[src/hdl/iir_df2_pkg.sv]
// ----------------------------------------------------------------------------
// IIR direct-form-II filter package
// Shared widths, codes and control structures of the filter block.
// ----------------------------------------------------------------------------
package iir_df2_pkg;

    localparam int SAMPLE_W   = 16;
    localparam int COEF_W     = 18;
    localparam int DELAY_W    = 32;
    localparam int PROD_W     = COEF_W + DELAY_W;
    localparam int CMD_W      = 2;
    localparam int CIDX_W     = 3;
    localparam int COUNT_W    = 4;
    localparam int CFG_IDX_W  = 2;
    localparam int CFG_DATA_W = 16;
    localparam int FRAC_SHIFT = 14;
    localparam int ROUND_BIAS = 8192;

    localparam logic [COUNT_W-1:0]         COUNT_RESET   = 4'd1;
    localparam logic signed [SAMPLE_W-1:0] SAT_MIN_RESET = -16'sd25600;
    localparam logic signed [SAMPLE_W-1:0] SAT_MAX_RESET = 16'sd25600;

    typedef enum logic [CMD_W-1:0] {
        CMD_FILTER = 2'd0,
        CMD_WR_NUM = 2'd1,
        CMD_WR_FB  = 2'd2
    } cmd_t;

    typedef enum logic [CFG_IDX_W-1:0] {
        CFG_NUM_COUNT = 2'd0,
        CFG_DEN_COUNT = 2'd1,
        CFG_SAT_MIN   = 2'd2,
        CFG_SAT_MAX   = 2'd3
    } cfg_reg_t;

    typedef enum logic [2:0] {
        ST_IDLE,
        ST_FB,
        ST_FB_DRAIN,
        ST_FF,
        ST_TAP0,
        ST_FF_DRAIN
    } state_t;

    typedef struct packed {
        logic valid;
        logic acc;
        logic sub;
        logic wr;
        logic node;
    } op_t;

    typedef struct packed {
        logic load_input;
        logic make_node;
        logic prod_en;
        logic use_node;
        logic acc_en;
        logic acc_sub;
    } mac_ctl_t;

endpackage

[src/hdl/iir_df2_item_if.sv]
// ----------------------------------------------------------------------------
// IIR filter item channel
// Valid/ready channel that carries commands and samples into the filter.
// ----------------------------------------------------------------------------
interface iir_df2_item_if;
    import iir_df2_pkg::*;

    logic                       valid;
    logic                       ready;
    logic [CMD_W-1:0]           cmd;
    logic signed [SAMPLE_W-1:0] sample_in;
    logic [CIDX_W-1:0]          coef_index;
    logic signed [COEF_W-1:0]   coef_value;

    modport source (output valid, output cmd, output sample_in, output coef_index,
                    output coef_value, input ready);
    modport sink (input valid, input cmd, input sample_in, input coef_index,
                  input coef_value, output ready);
endinterface

[src/hdl/iir_df2_result_if.sv]
// ----------------------------------------------------------------------------
// IIR filter result channel
// Valid/ready channel that carries filtered samples out of the filter.
// ----------------------------------------------------------------------------
interface iir_df2_result_if;
    import iir_df2_pkg::*;

    logic                       valid;
    logic                       ready;
    logic signed [SAMPLE_W-1:0] sample_out;
    logic                       clamped;

    modport source (output valid, output sample_out, output clamped, input ready);
    modport sink (input valid, input sample_out, input clamped, output ready);
endinterface

[src/hdl/iir_df2_ram.sv]
// ----------------------------------------------------------------------------
// Generic synchronous RAM
// One write port and one read port with a registered read.
// ----------------------------------------------------------------------------
module iir_df2_ram #(
    parameter int WIDTH = 8,
    parameter int DEPTH = 16,
    localparam int AW = $clog2(DEPTH)
) (
    input  logic             clk,
    input  logic             we,
    input  logic [AW-1:0]    waddr,
    input  logic [WIDTH-1:0] wdata,
    input  logic [AW-1:0]    raddr,
    output logic [WIDTH-1:0] rdata
);
    logic [WIDTH-1:0] mem_reg [DEPTH];
    logic [WIDTH-1:0] rdata_reg;

    always_ff @(posedge clk)
    begin
        if (we)
        begin
            mem_reg[waddr] <= wdata;
        end
        rdata_reg <= mem_reg[raddr];
    end

    assign rdata = rdata_reg;
endmodule

[src/hdl/iir_df2_store.sv]
// ----------------------------------------------------------------------------
// IIR filter state store
// Coefficient and delay-line memories; entries never written read as zero.
// ----------------------------------------------------------------------------
module iir_df2_store #(
    parameter int TAPS = 8,
    localparam int IDX_W = $clog2(TAPS),
    localparam int CA_W = IDX_W + 1
) (
    input  logic                                    clk,
    input  logic                                    rst_n,
    input  logic                                    coef_we,
    input  logic [CA_W-1:0]                         coef_waddr,
    input  logic signed [iir_df2_pkg::COEF_W-1:0]   coef_wdata,
    input  logic [CA_W-1:0]                         coef_raddr,
    output logic signed [iir_df2_pkg::COEF_W-1:0]   coef_rdata,
    input  logic                                    delay_we,
    input  logic [IDX_W-1:0]                        delay_waddr,
    input  logic signed [iir_df2_pkg::DELAY_W-1:0]  delay_wdata,
    input  logic [IDX_W-1:0]                        delay_raddr,
    output logic signed [iir_df2_pkg::DELAY_W-1:0]  delay_rdata
);
    import iir_df2_pkg::*;

    localparam int CDEPTH = 1 << CA_W;

    logic [CDEPTH-1:0]  coef_vld_reg;
    logic [CDEPTH-1:0]  coef_vld_next;
    logic [TAPS-1:0]    delay_vld_reg;
    logic [TAPS-1:0]    delay_vld_next;
    logic               coef_rv_reg;
    logic               delay_rv_reg;
    logic [COEF_W-1:0]  coef_q;
    logic [DELAY_W-1:0] delay_q;

    iir_df2_ram #(.WIDTH(COEF_W), .DEPTH(CDEPTH)) u_coef_ram (
        .clk   (clk),
        .we    (coef_we),
        .waddr (coef_waddr),
        .wdata (coef_wdata),
        .raddr (coef_raddr),
        .rdata (coef_q)
    );

    iir_df2_ram #(.WIDTH(DELAY_W), .DEPTH(TAPS)) u_delay_ram (
        .clk   (clk),
        .we    (delay_we),
        .waddr (delay_waddr),
        .wdata (delay_wdata),
        .raddr (delay_raddr),
        .rdata (delay_q)
    );

    always_comb
    begin
        coef_vld_next  = coef_vld_reg;
        delay_vld_next = delay_vld_reg;
        if (coef_we)
        begin
            coef_vld_next[coef_waddr] = 1'b1;
        end
        if (delay_we)
        begin
            delay_vld_next[delay_waddr] = 1'b1;
        end
    end

    always_ff @(posedge clk or negedge rst_n)
    begin
        if (!rst_n)
        begin
            coef_vld_reg  <= '0;
            delay_vld_reg <= '0;
            coef_rv_reg   <= 1'b0;
            delay_rv_reg  <= 1'b0;
        end
        else
        begin
            coef_vld_reg  <= coef_vld_next;
            delay_vld_reg <= delay_vld_next;
            coef_rv_reg   <= coef_vld_reg[coef_raddr];
            delay_rv_reg  <= delay_vld_reg[delay_raddr];
        end
    end

    assign coef_rdata  = coef_rv_reg ? signed'(coef_q) : '0;
    assign delay_rdata = delay_rv_reg ? signed'(delay_q) : '0;
endmodule

[src/hdl/iir_df2_mac.sv]
// ----------------------------------------------------------------------------
// IIR filter multiply-accumulate unit
// Shared multiplier and accumulator, node saturation and output clamp.
// ----------------------------------------------------------------------------
module iir_df2_mac #(
    parameter int TAPS = 8
) (
    input  logic                                    clk,
    input  iir_df2_pkg::mac_ctl_t                   ctl,
    input  logic signed [iir_df2_pkg::SAMPLE_W-1:0] sample,
    input  logic signed [iir_df2_pkg::COEF_W-1:0]   coef_rd,
    input  logic signed [iir_df2_pkg::DELAY_W-1:0]  delay_rd,
    input  logic signed [iir_df2_pkg::SAMPLE_W-1:0] sat_min,
    input  logic signed [iir_df2_pkg::SAMPLE_W-1:0] sat_max,
    output logic signed [iir_df2_pkg::DELAY_W-1:0]  shift_data,
    output logic signed [iir_df2_pkg::SAMPLE_W-1:0] y_value,
    output logic                                    y_clamped
);
    import iir_df2_pkg::*;

    localparam int ACC_W = PROD_W + $clog2(TAPS) + 2;

    logic signed [ACC_W-1:0]   acc_reg;
    logic signed [ACC_W-1:0]   acc_next;
    logic signed [PROD_W-1:0]  prod_reg;
    logic signed [PROD_W-1:0]  prod_next;
    logic signed [DELAY_W-1:0] node_reg;
    logic signed [DELAY_W-1:0] node_next;
    logic signed [DELAY_W-1:0] node_sat;
    logic signed [ACC_W-1:0]   rounded;
    logic [ACC_W-DELAY_W:0]    upper;
    logic signed [ACC_W-1:0]   lo_lim;
    logic signed [ACC_W-1:0]   hi_lim;
    logic signed [ACC_W-1:0]   lo_done;
    logic signed [ACC_W-1:0]   hi_done;
    logic                      lo_hit;
    logic                      hi_hit;

    always_comb
    begin
        shift_data = ctl.use_node ? node_reg : delay_rd;
        prod_next  = coef_rd * shift_data;
        rounded    = (acc_reg + ACC_W'(ROUND_BIAS)) >>> FRAC_SHIFT;

        upper = rounded[ACC_W-1:DELAY_W-1];
        if ((&upper) || !(|upper))
        begin
            node_sat = rounded[DELAY_W-1:0];
        end
        else if (rounded[ACC_W-1])
        begin
            node_sat = {1'b1, {(DELAY_W-1){1'b0}}};
        end
        else
        begin
            node_sat = {1'b0, {(DELAY_W-1){1'b1}}};
        end
        node_next = ctl.make_node ? node_sat : node_reg;

        if (ctl.load_input)
        begin
            acc_next = ACC_W'(sample) <<< FRAC_SHIFT;
        end
        else if (ctl.make_node)
        begin
            acc_next = '0;
        end
        else if (ctl.acc_en)
        begin
            acc_next = ctl.acc_sub ? (acc_reg - ACC_W'(prod_reg))
                                   : (acc_reg + ACC_W'(prod_reg));
        end
        else
        begin
            acc_next = acc_reg;
        end

        // The lower limit is applied first, so the upper one wins when they cross.
        lo_lim    = ACC_W'(sat_min);
        hi_lim    = ACC_W'(sat_max);
        lo_hit    = rounded < lo_lim;
        lo_done   = lo_hit ? lo_lim : rounded;
        hi_hit    = lo_done > hi_lim;
        hi_done   = hi_hit ? hi_lim : lo_done;
        y_value   = hi_done[SAMPLE_W-1:0];
        y_clamped = lo_hit | hi_hit;
    end

    always_ff @(posedge clk)
    begin
        acc_reg  <= acc_next;
        node_reg <= node_next;
        if (ctl.prod_en)
        begin
            prod_reg <= prod_next;
        end
    end
endmodule

[src/hdl/iir_df2_ctrl.sv]
// ----------------------------------------------------------------------------
// IIR filter sequencer
// Accepts beats, walks the feedback and feed-forward taps through the
// memories and steers the multiply-accumulate pipeline.
// ----------------------------------------------------------------------------
module iir_df2_ctrl #(
    parameter int TAPS = 8,
    localparam int IDX_W = $clog2(TAPS),
    localparam int CA_W = IDX_W + 1
) (
    input  logic                                  clk,
    input  logic                                  rst_n,
    input  logic                                  item_valid,
    output logic                                  item_ready,
    input  logic [iir_df2_pkg::CMD_W-1:0]         item_cmd,
    input  logic [iir_df2_pkg::CIDX_W-1:0]        item_coef_index,
    input  logic [iir_df2_pkg::COUNT_W-1:0]       num_count,
    input  logic [iir_df2_pkg::COUNT_W-1:0]       den_count,
    input  logic                                  out_free,
    output logic                                  result_load,
    output iir_df2_pkg::mac_ctl_t                 mac_ctl,
    output logic                                  coef_we,
    output logic [CA_W-1:0]                       coef_waddr,
    output logic [CA_W-1:0]                       coef_raddr,
    output logic                                  delay_we,
    output logic [IDX_W-1:0]                      delay_waddr,
    output logic [IDX_W-1:0]                      delay_raddr
);
    import iir_df2_pkg::*;

    localparam int CNT_W = $clog2(TAPS + 1);
    localparam int EW = (CNT_W > COUNT_W) ? CNT_W : COUNT_W;

    function automatic logic [CNT_W-1:0] eff_count(input logic [COUNT_W-1:0] c);
        logic [EW-1:0] cw;
        cw = EW'(c);
        if (c == '0)
        begin
            return CNT_W'(1);
        end
        if (cw > EW'(TAPS))
        begin
            return CNT_W'(TAPS);
        end
        return CNT_W'(cw);
    endfunction

    state_t            state_reg;
    state_t            state_next;
    logic [IDX_W-1:0]  cnt_reg;
    logic [IDX_W-1:0]  cnt_next;
    op_t               op_d_reg;
    op_t               op_a_reg;
    op_t               issue_op;
    logic [IDX_W-1:0]  waddr_d_reg;
    logic [IDX_W-1:0]  issue_waddr;
    logic [CNT_W-1:0]  na;
    logic [CNT_W-1:0]  nb;
    logic [CNT_W-1:0]  n;
    logic [IDX_W-1:0]  na_last;
    logic [IDX_W-1:0]  n_last;
    logic              accept;
    logic              busy;
    logic              idx_ok;
    logic              load_input;
    logic              make_node;

    assign na      = eff_count(den_count);
    assign nb      = eff_count(num_count);
    assign n       = (na > nb) ? na : nb;
    assign na_last = IDX_W'(na - CNT_W'(1));
    assign n_last  = IDX_W'(n - CNT_W'(1));
    assign accept  = item_valid && item_ready;
    assign busy    = op_d_reg.valid || op_a_reg.valid;
    assign idx_ok  = 32'(item_coef_index) < 32'(TAPS);

    always_comb
    begin
        state_next = state_reg;
        case (state_reg)
            ST_IDLE:
            begin
                if (accept && (item_cmd == CMD_FILTER))
                begin
                    state_next = (na > CNT_W'(1)) ? ST_FB : ST_FB_DRAIN;
                end
            end
            ST_FB:
            begin
                if (cnt_reg == na_last)
                begin
                    state_next = ST_FB_DRAIN;
                end
            end
            ST_FB_DRAIN:
            begin
                if (!busy)
                begin
                    state_next = (n > CNT_W'(1)) ? ST_FF : ST_TAP0;
                end
            end
            ST_FF:
            begin
                if (cnt_reg == IDX_W'(1))
                begin
                    state_next = ST_TAP0;
                end
            end
            ST_TAP0:
            begin
                state_next = ST_FF_DRAIN;
            end
            ST_FF_DRAIN:
            begin
                if (!busy && out_free)
                begin
                    state_next = ST_IDLE;
                end
            end
            default:
            begin
                state_next = ST_IDLE;
            end
        endcase
    end

    always_comb
    begin
        item_ready  = 1'b0;
        cnt_next    = cnt_reg;
        issue_op    = '0;
        issue_waddr = '0;
        coef_we     = 1'b0;
        coef_waddr  = {(item_cmd == CMD_WR_FB), IDX_W'(item_coef_index)};
        coef_raddr  = {1'b0, cnt_reg};
        delay_raddr = cnt_reg - IDX_W'(1);
        load_input  = 1'b0;
        make_node   = 1'b0;
        result_load = 1'b0;
        case (state_reg)
            ST_IDLE:
            begin
                item_ready = 1'b1;
                if (accept)
                begin
                    case (item_cmd)
                        CMD_FILTER:
                        begin
                            load_input = 1'b1;
                            cnt_next   = IDX_W'(1);
                        end
                        CMD_WR_NUM:
                        begin
                            coef_we = idx_ok;
                        end
                        CMD_WR_FB:
                        begin
                            coef_we = idx_ok && (item_coef_index != '0);
                        end
                        default:
                        begin
                        end
                    endcase
                end
            end
            ST_FB:
            begin
                coef_raddr = {1'b1, cnt_reg};
                issue_op   = '{valid: 1'b1, acc: 1'b1, sub: 1'b1, wr: 1'b0, node: 1'b0};
                cnt_next   = cnt_reg + IDX_W'(1);
            end
            ST_FB_DRAIN:
            begin
                if (!busy)
                begin
                    make_node = 1'b1;
                    cnt_next  = n_last;
                end
            end
            ST_FF:
            begin
                issue_op    = '{valid: 1'b1, acc: (CNT_W'(cnt_reg) < nb), sub: 1'b0,
                                wr: 1'b1, node: 1'b0};
                issue_waddr = cnt_reg;
                cnt_next    = cnt_reg - IDX_W'(1);
            end
            ST_TAP0:
            begin
                coef_raddr = '0;
                issue_op   = '{valid: 1'b1, acc: 1'b1, sub: 1'b0, wr: 1'b1, node: 1'b1};
            end
            ST_FF_DRAIN:
            begin
                result_load = !busy && out_free;
            end
            default:
            begin
            end
        endcase
    end

    always_ff @(posedge clk or negedge rst_n)
    begin
        if (!rst_n)
        begin
            state_reg   <= ST_IDLE;
            cnt_reg     <= '0;
            op_d_reg    <= '0;
            op_a_reg    <= '0;
            waddr_d_reg <= '0;
        end
        else
        begin
            state_reg   <= state_next;
            cnt_reg     <= cnt_next;
            op_d_reg    <= issue_op;
            op_a_reg    <= op_d_reg;
            waddr_d_reg <= issue_waddr;
        end
    end

    assign delay_we    = op_d_reg.valid && op_d_reg.wr;
    assign delay_waddr = waddr_d_reg;

    assign mac_ctl.load_input = load_input;
    assign mac_ctl.make_node  = make_node;
    assign mac_ctl.prod_en    = op_d_reg.valid && op_d_reg.acc;
    assign mac_ctl.use_node   = op_d_reg.node;
    assign mac_ctl.acc_en     = op_a_reg.valid && op_a_reg.acc;
    assign mac_ctl.acc_sub    = op_a_reg.sub;
endmodule

[src/hdl/iir_direct_form2_filter_top.sv]
// ----------------------------------------------------------------------------
// IIR direct-form-II filter
// Fixed-point filter with coefficients and delay line held in RAM and one
// shared multiply-accumulate unit.
// ----------------------------------------------------------------------------
// Channel   Dir  Beat contents
// item      in   cmd, sample_in, coef_index, coef_value
// result    out  sample_out, clamped (one beat per filter command)
// cfg       in   cfg_we, cfg_index, cfg_data (write only)
//
// A coefficient beat is written as it is taken. A filter beat walks the
// na - 1 feedback taps and then the n feed-forward taps one at a time,
// where na and n are the effective denominator and overall tap counts; the
// single multiplier and the one read port of each memory set that pace.
// After reset the memories read as zero through per-entry valid bits, so
// there is no clearing pass. A result waits in the output register; only
// the final step of the next filter beat stalls behind an untaken result.
// ----------------------------------------------------------------------------
module iir_direct_form2_filter_top #(
    parameter int TAPS = 8
) (
    input  logic                                   clk,
    input  logic                                   rst_n,
    iir_df2_item_if.sink                           item,
    iir_df2_result_if.source                       result,
    input  logic                                   cfg_we,
    input  logic [iir_df2_pkg::CFG_IDX_W-1:0]      cfg_index,
    input  logic [iir_df2_pkg::CFG_DATA_W-1:0]     cfg_data
);
    import iir_df2_pkg::*;

    localparam int IDX_W = $clog2(TAPS);
    localparam int CA_W = IDX_W + 1;

    logic [COUNT_W-1:0]         num_count_reg;
    logic [COUNT_W-1:0]         num_count_next;
    logic [COUNT_W-1:0]         den_count_reg;
    logic [COUNT_W-1:0]         den_count_next;
    logic signed [SAMPLE_W-1:0] sat_min_reg;
    logic signed [SAMPLE_W-1:0] sat_min_next;
    logic signed [SAMPLE_W-1:0] sat_max_reg;
    logic signed [SAMPLE_W-1:0] sat_max_next;

    logic                       result_valid_reg;
    logic                       result_valid_next;
    logic signed [SAMPLE_W-1:0] sample_out_reg;
    logic                       clamped_reg;
    logic                       out_free;
    logic                       result_load;

    mac_ctl_t                   mac_ctl;
    logic                       coef_we;
    logic [CA_W-1:0]            coef_waddr;
    logic [CA_W-1:0]            coef_raddr;
    logic signed [COEF_W-1:0]   coef_rdata;
    logic                       delay_we;
    logic [IDX_W-1:0]           delay_waddr;
    logic [IDX_W-1:0]           delay_raddr;
    logic signed [DELAY_W-1:0]  delay_rdata;
    logic signed [DELAY_W-1:0]  shift_data;
    logic signed [SAMPLE_W-1:0] y_value;
    logic                       y_clamped;

    always_comb
    begin
        num_count_next = num_count_reg;
        den_count_next = den_count_reg;
        sat_min_next   = sat_min_reg;
        sat_max_next   = sat_max_reg;
        if (cfg_we)
        begin
            case (cfg_index)
                CFG_NUM_COUNT: num_count_next = cfg_data[COUNT_W-1:0];
                CFG_DEN_COUNT: den_count_next = cfg_data[COUNT_W-1:0];
                CFG_SAT_MIN:   sat_min_next   = signed'(cfg_data[SAMPLE_W-1:0]);
                CFG_SAT_MAX:   sat_max_next   = signed'(cfg_data[SAMPLE_W-1:0]);
                default:
                begin
                end
            endcase
        end
    end

    always_ff @(posedge clk or negedge rst_n)
    begin
        if (!rst_n)
        begin
            num_count_reg <= COUNT_RESET;
            den_count_reg <= COUNT_RESET;
            sat_min_reg   <= SAT_MIN_RESET;
            sat_max_reg   <= SAT_MAX_RESET;
        end
        else
        begin
            num_count_reg <= num_count_next;
            den_count_reg <= den_count_next;
            sat_min_reg   <= sat_min_next;
            sat_max_reg   <= sat_max_next;
        end
    end

    iir_df2_ctrl #(.TAPS(TAPS)) u_ctrl (
        .clk             (clk),
        .rst_n           (rst_n),
        .item_valid      (item.valid),
        .item_ready      (item.ready),
        .item_cmd        (item.cmd),
        .item_coef_index (item.coef_index),
        .num_count       (num_count_reg),
        .den_count       (den_count_reg),
        .out_free        (out_free),
        .result_load     (result_load),
        .mac_ctl         (mac_ctl),
        .coef_we         (coef_we),
        .coef_waddr      (coef_waddr),
        .coef_raddr      (coef_raddr),
        .delay_we        (delay_we),
        .delay_waddr     (delay_waddr),
        .delay_raddr     (delay_raddr)
    );

    iir_df2_store #(.TAPS(TAPS)) u_store (
        .clk         (clk),
        .rst_n       (rst_n),
        .coef_we     (coef_we),
        .coef_waddr  (coef_waddr),
        .coef_wdata  (item.coef_value),
        .coef_raddr  (coef_raddr),
        .coef_rdata  (coef_rdata),
        .delay_we    (delay_we),
        .delay_waddr (delay_waddr),
        .delay_wdata (shift_data),
        .delay_raddr (delay_raddr),
        .delay_rdata (delay_rdata)
    );

    iir_df2_mac #(.TAPS(TAPS)) u_mac (
        .clk        (clk),
        .ctl        (mac_ctl),
        .sample     (item.sample_in),
        .coef_rd    (coef_rdata),
        .delay_rd   (delay_rdata),
        .sat_min    (sat_min_reg),
        .sat_max    (sat_max_reg),
        .shift_data (shift_data),
        .y_value    (y_value),
        .y_clamped  (y_clamped)
    );

    assign out_free = !result_valid_reg || result.ready;

    always_comb
    begin
        if (result_load)
        begin
            result_valid_next = 1'b1;
        end
        else if (result.ready)
        begin
            result_valid_next = 1'b0;
        end
        else
        begin
            result_valid_next = result_valid_reg;
        end
    end

    always_ff @(posedge clk or negedge rst_n)
    begin
        if (!rst_n)
        begin
            result_valid_reg <= 1'b0;
        end
        else
        begin
            result_valid_reg <= result_valid_next;
        end
    end

    always_ff @(posedge clk)
    begin
        if (result_load)
        begin
            sample_out_reg <= y_value;
            clamped_reg    <= y_clamped;
        end
    end

    assign result.valid      = result_valid_reg;
    assign result.sample_out = sample_out_reg;
    assign result.clamped    = clamped_reg;

    a_load_when_free: assert property (@(posedge clk) disable iff (!rst_n)
        result_load |-> (!result_valid_reg || result.ready))
        else $error("Result loaded over a beat that was not taken.");

    a_filter_holds_input: assert property (@(posedge clk) disable iff (!rst_n)
        (item.valid && item.ready && (item.cmd == CMD_FILTER)) |=> !item.ready)
        else $error("Input accepted while a filter beat is in progress.");

    a_idle_no_shift: assert property (@(posedge clk) disable iff (!rst_n)
        item.ready |-> !delay_we)
        else $error("Delay line written while the filter is idle.");
endmodule
[src/flat_wrapper.sv]
// flat-port wrapper written by rule: the top's interface ports become plain ports
module iir_direct_form2_filter_top_flat import iir_df2_pkg::*;
#(
    parameter int TAPS = 8
)
  (clk, rst_n, cfg_we, cfg_index, cfg_data, item_valid, item_cmd, item_sample_in, item_coef_index, item_coef_value, item_ready, result_valid, result_sample_out, result_clamped, result_ready);
  iir_df2_item_if item_i ();
  iir_df2_result_if result_i ();
  input  logic clk;
  input  logic rst_n;
  input  logic cfg_we;
  input  logic [iir_df2_pkg::CFG_IDX_W-1:0] cfg_index;
  input  logic [iir_df2_pkg::CFG_DATA_W-1:0] cfg_data;
  input wire logic [$bits(item_i.valid)-1:0] item_valid;
  input wire logic [$bits(item_i.cmd)-1:0] item_cmd;
  input wire logic [$bits(item_i.sample_in)-1:0] item_sample_in;
  input wire logic [$bits(item_i.coef_index)-1:0] item_coef_index;
  input wire logic [$bits(item_i.coef_value)-1:0] item_coef_value;
  output wire logic [$bits(item_i.ready)-1:0] item_ready;
  output wire logic [$bits(result_i.valid)-1:0] result_valid;
  output wire logic [$bits(result_i.sample_out)-1:0] result_sample_out;
  output wire logic [$bits(result_i.clamped)-1:0] result_clamped;
  input wire logic [$bits(result_i.ready)-1:0] result_ready;
  assign item_i.valid = item_valid;
  assign item_i.cmd = item_cmd;
  assign item_i.sample_in = item_sample_in;
  assign item_i.coef_index = item_coef_index;
  assign item_i.coef_value = item_coef_value;
  assign item_ready = item_i.ready;
  assign result_valid = result_i.valid;
  assign result_sample_out = result_i.sample_out;
  assign result_clamped = result_i.clamped;
  assign result_i.ready = result_ready;
  iir_direct_form2_filter_top #(.TAPS(TAPS)) u_core (.clk(clk), .rst_n(rst_n), .item(item_i), .result(result_i), .cfg_we(cfg_we), .cfg_index(cfg_index), .cfg_data(cfg_data));
endmodule
[config.mk]
export PLATFORM = sky130hd
export DESIGN_NAME = iir_direct_form2_filter_top_flat
export DESIGN_NICKNAME = d
export VERILOG_FILES = /design/src/hdl/iir_df2_pkg.sv /design/src/hdl/iir_df2_item_if.sv /design/src/hdl/iir_df2_result_if.sv /design/src/hdl/iir_df2_ram.sv /design/src/hdl/iir_df2_store.sv /design/src/hdl/iir_df2_mac.sv /design/src/hdl/iir_df2_ctrl.sv /design/src/hdl/iir_direct_form2_filter_top.sv /design/src/flat_wrapper.sv
export SDC_FILE = /design/constraint.sdc
export NUM_CORES = 2
export LEC_CHECK = 0
export CAP_MARGIN = 5
export CORE_MARGIN = 2
export CORE_UTILIZATION = 29
export CTS_CLUSTER_DIAMETER = 150
export CTS_CLUSTER_SIZE = 16
export DETAILED_ROUTE_END_ITERATION = 7
export DONT_BUFFER_PORTS = 1
export PLACE_DENSITY = 0.44
export REMOVE_ABC_BUFFERS = 1
export SKIP_CTS_REPAIR_TIMING = 1
export SLEW_MARGIN = 20
export SYNTH_ARGS = -nofsm -noshare
export SYNTH_HDL_FRONTEND = slang
export SYNTH_SLANG_ARGS = --single-unit
[constraint.sdc]
create_clock -name clk -period 9.8 [get_ports clk]
set_input_delay 1.96 -clock clk [delete_from_list [all_inputs] [get_ports clk]]
set_output_delay 1.96 -clock clk [all_outputs]
set_load 0.02 [all_outputs]
==> results.cfg <==
[timing]
rsz0062_at_grt = no
fin_skew_ns = 0.0766
fin_crit_ns = 8.76
slew_headroom_pct = 25.1
hold-worst-slack_ns = 0.358
setup_tns_ns = 0
worst_pin_slew_ns = 1.12
fmax_ghz = 0.114
min_period_over_period_pct = 89.4
setup_slack_ns = 1.04
hold_violations = 0
finalSetupViolCount = 0
slew_viol_final = 0

[global_route]
grt-busiest-layer = met2
grt_start_max_net_pins = 85
met2_usage_pct = 28.4
met3_usage_pct = 2.06
antenna_found_initial = 3
grt_pass1_wl_um = 267000
grt_pass1_vias = 40600
overflow = 0
met1_usage_pct = 24.1
grt.total_usage_pct = 17.2

[worst_hold_path]
whs_endpoint = u_core.u_ctrl.mac_ctl[0]
min_from = u_core.u_ctrl.op_d_reg[2]
holdPathStages = 0
hold_path_class = register to register

[power]
ir_drop_uv = 156
p_leak_nw = 26.1
power-per-cell-area_nw_per_um2 = 306

[clock_tree]
clkLatencyLatePin_ns = 0.72
clock-root-buffer = clkbuf_16
clk_pin_slew_worst_paths_ns = 0.08
clock-sinks = 832
tritoncts = built
cts.htree.levels = 2
clock_path_buffers = 3
cts_buffers = 57

[setup_path]
timing.rr.end = u_core.u_mac.prod_reg[43]
cp_slowest_cell = a22o_1
crit_cells = 26
critPathMaxFanout = 20
worstReg2RegStart = u_core.u_ctrl.mac_ctl[2]
cpMostUsedCell = fa_1
critPathKind = register to register
cp-end-kind = register
cp_slowest_stage_delay_ns = 0.80
crit_buf_inv = 6
startpoint_type = register
r2r_setup_slack_ns = 1.04
r2r_cells = 26
crit_family = adder cells
required_ns = 10.21
arrival_ns = 9.17

[routing]
wl_per_cell_um = 22.3
drt_wl_total_um = 177000
first_pass_iters = 5
via_per_inst = 4.85
final_antenna_net_count = 0
vias = 38500
first_iter_violations = 2446
drc = 0

[floorplan]
die_w_um = 455
die_h_um = 455
io_pins = 81
core_region_area_um2 = 202000
die-area_um2 = 207000
start_util_pct = 29.2
num_rows = 165

[logic_synthesis]
synth-compound-area-share_pct = 8.27
muxShareOfSynthArea_pct = 6.68
synth_warnings = 0
synth-xor-area-share_pct = 2.90
synth_area_per_cell_um2 = 11.2
synth_fa_ha_area_share_pct = 24.6
ys_seq_area_share_pct = 40.6
synth_seq_cells = 832
synth_simple_gate_area_share_pct = 10.2
synth_edf_count = 684
synth_ff_type = edfxtp_1
netlist_area_um2 = 58900
synth_cells = 5276
synth_cell_types = 91
async_flop_share_pct = 10.1
synth_top_family_by_area = adder cells

[run]
cap_violations = 0

[finish]
most-common-layout-cells = 791 x inv_1, 684 x edfxtp_1, 572 x nand2_1
nFillCells = 20500
largest_reg_flops = 288
final_common_cell = inv_1
areaGrowthSynthToFinish_pct = 8.84
drive_above_1_share_pct = 10.4
post-route-util_pct = 31.7
fin_nets = 6097

[status]
status = finished clean

[place]
dp_hpwl_um = 130000
place_congestion = 0.875
port_buffers = 0
dp_slack_ns = 1.17
[routing by layer]
layer	up-vias	routed length (um)
met1	19900	82700
li1	17600	-
met4	0	3880
met5	-	0
met2	777	82700
met3	161	7420
[power breakdown]
part / switching, mW / internal [mW] / total (mW)
Clock: 1.28 / 1.11 / 2.40
Sequential: 0.614 / 4.72 / 5.33
Combinational: 7.43 / 4.49 / 11.9
[layout make-up]
type	instances	area, um2	share of cell area, %
flip-flops and latches	832	23900	37.3
well taps	2672	3340	5.21
inverters	799	3000	4.68
diodes	2	5.00	0.00780
multi-input cells	3399	31200	48.7
repair buffers	118	893	1.39
clock inverters	3	90.1	0.140
clock buffers	105	1610	2.51
[cell families after synthesis]
| family | Yosys count |
|---|---|
| AOI/OAI and AO/OA | 784 |
| DFF | 832 |
| buffers and inverters | 1045 |
| muxes | 287 |
| xor gates and xnor gates | 194 |
| and+or+nand+nor | 1306 |
| adders and majority gates | 828 |
[cells in the mapped netlist, types with 18 or more instances]
master,n,share of area [%]
a21o_1,66,0.84
a21oi_1,296,2.5
a221oi_1,21,0.31
a22o_1,20,0.30
a22oi_1,18,0.23
a31oi_1,22,0.23
and2_1,53,0.56
and3_1,55,0.58
buf_1,28,0.18
clkbuf_1,205,1.3
dfrtp_1,75,3.2
dfxtp_1,64,2.2
edfxtp_1,684,35
fa_1,554,19
ha_1,274,5.8
inv_1,792,5.0
mux2_2,190,3.6
mux2i_1,31,0.53
mux4_2,66,2.5
nand2_1,574,3.7
nand2b_1,29,0.31
nand3_1,81,0.69
nand4_1,34,0.36
nor2_1,306,1.9
nor3_1,44,0.37
o21ai_0,144,1.2
o221ai_1,21,0.31
o22ai_1,22,0.23
o31ai_1,32,0.41
or2_2,34,0.36
xnor2_1,127,1.9
xor2_1,66,0.98
[per-stage QoR]
step / std cells / cell area (um2) / power (mW)
final: 7930 / 64100 / 19.6
after global routing: 7928 / 64100 / 21.2
after CTS: 7927 / 64100 / 19.8
after detailed placement: 7819 / 62400 / 17.3
after global placement: 7819 / 62400 / 17.3
after floorplan: 5030 / 58000 / 13.4
[how the worst max path moves through the flow]
stage,start,end,slack (ns)
after floorplan,u_core.u_ctrl.cnt_reg[0],u_core.u_store.delay_rv_reg,-0.76
after global placement,u_core.u_ctrl.mac_ctl[2],u_core.u_mac.prod_reg[48],1.24
after detailed placement,u_core.u_ctrl.mac_ctl[2],u_core.u_mac.prod_reg[43],1.17
after CTS,u_core.u_ctrl.mac_ctl[2],u_core.u_mac.prod_reg[43],1.10
after global routing,u_core.u_ctrl.mac_ctl[2],u_core.u_mac.prod_reg[43],0.56
final,u_core.u_ctrl.mac_ctl[2],u_core.u_mac.prod_reg[43],1.04
No activity file was read; power rests on OpenSTA's default activity.
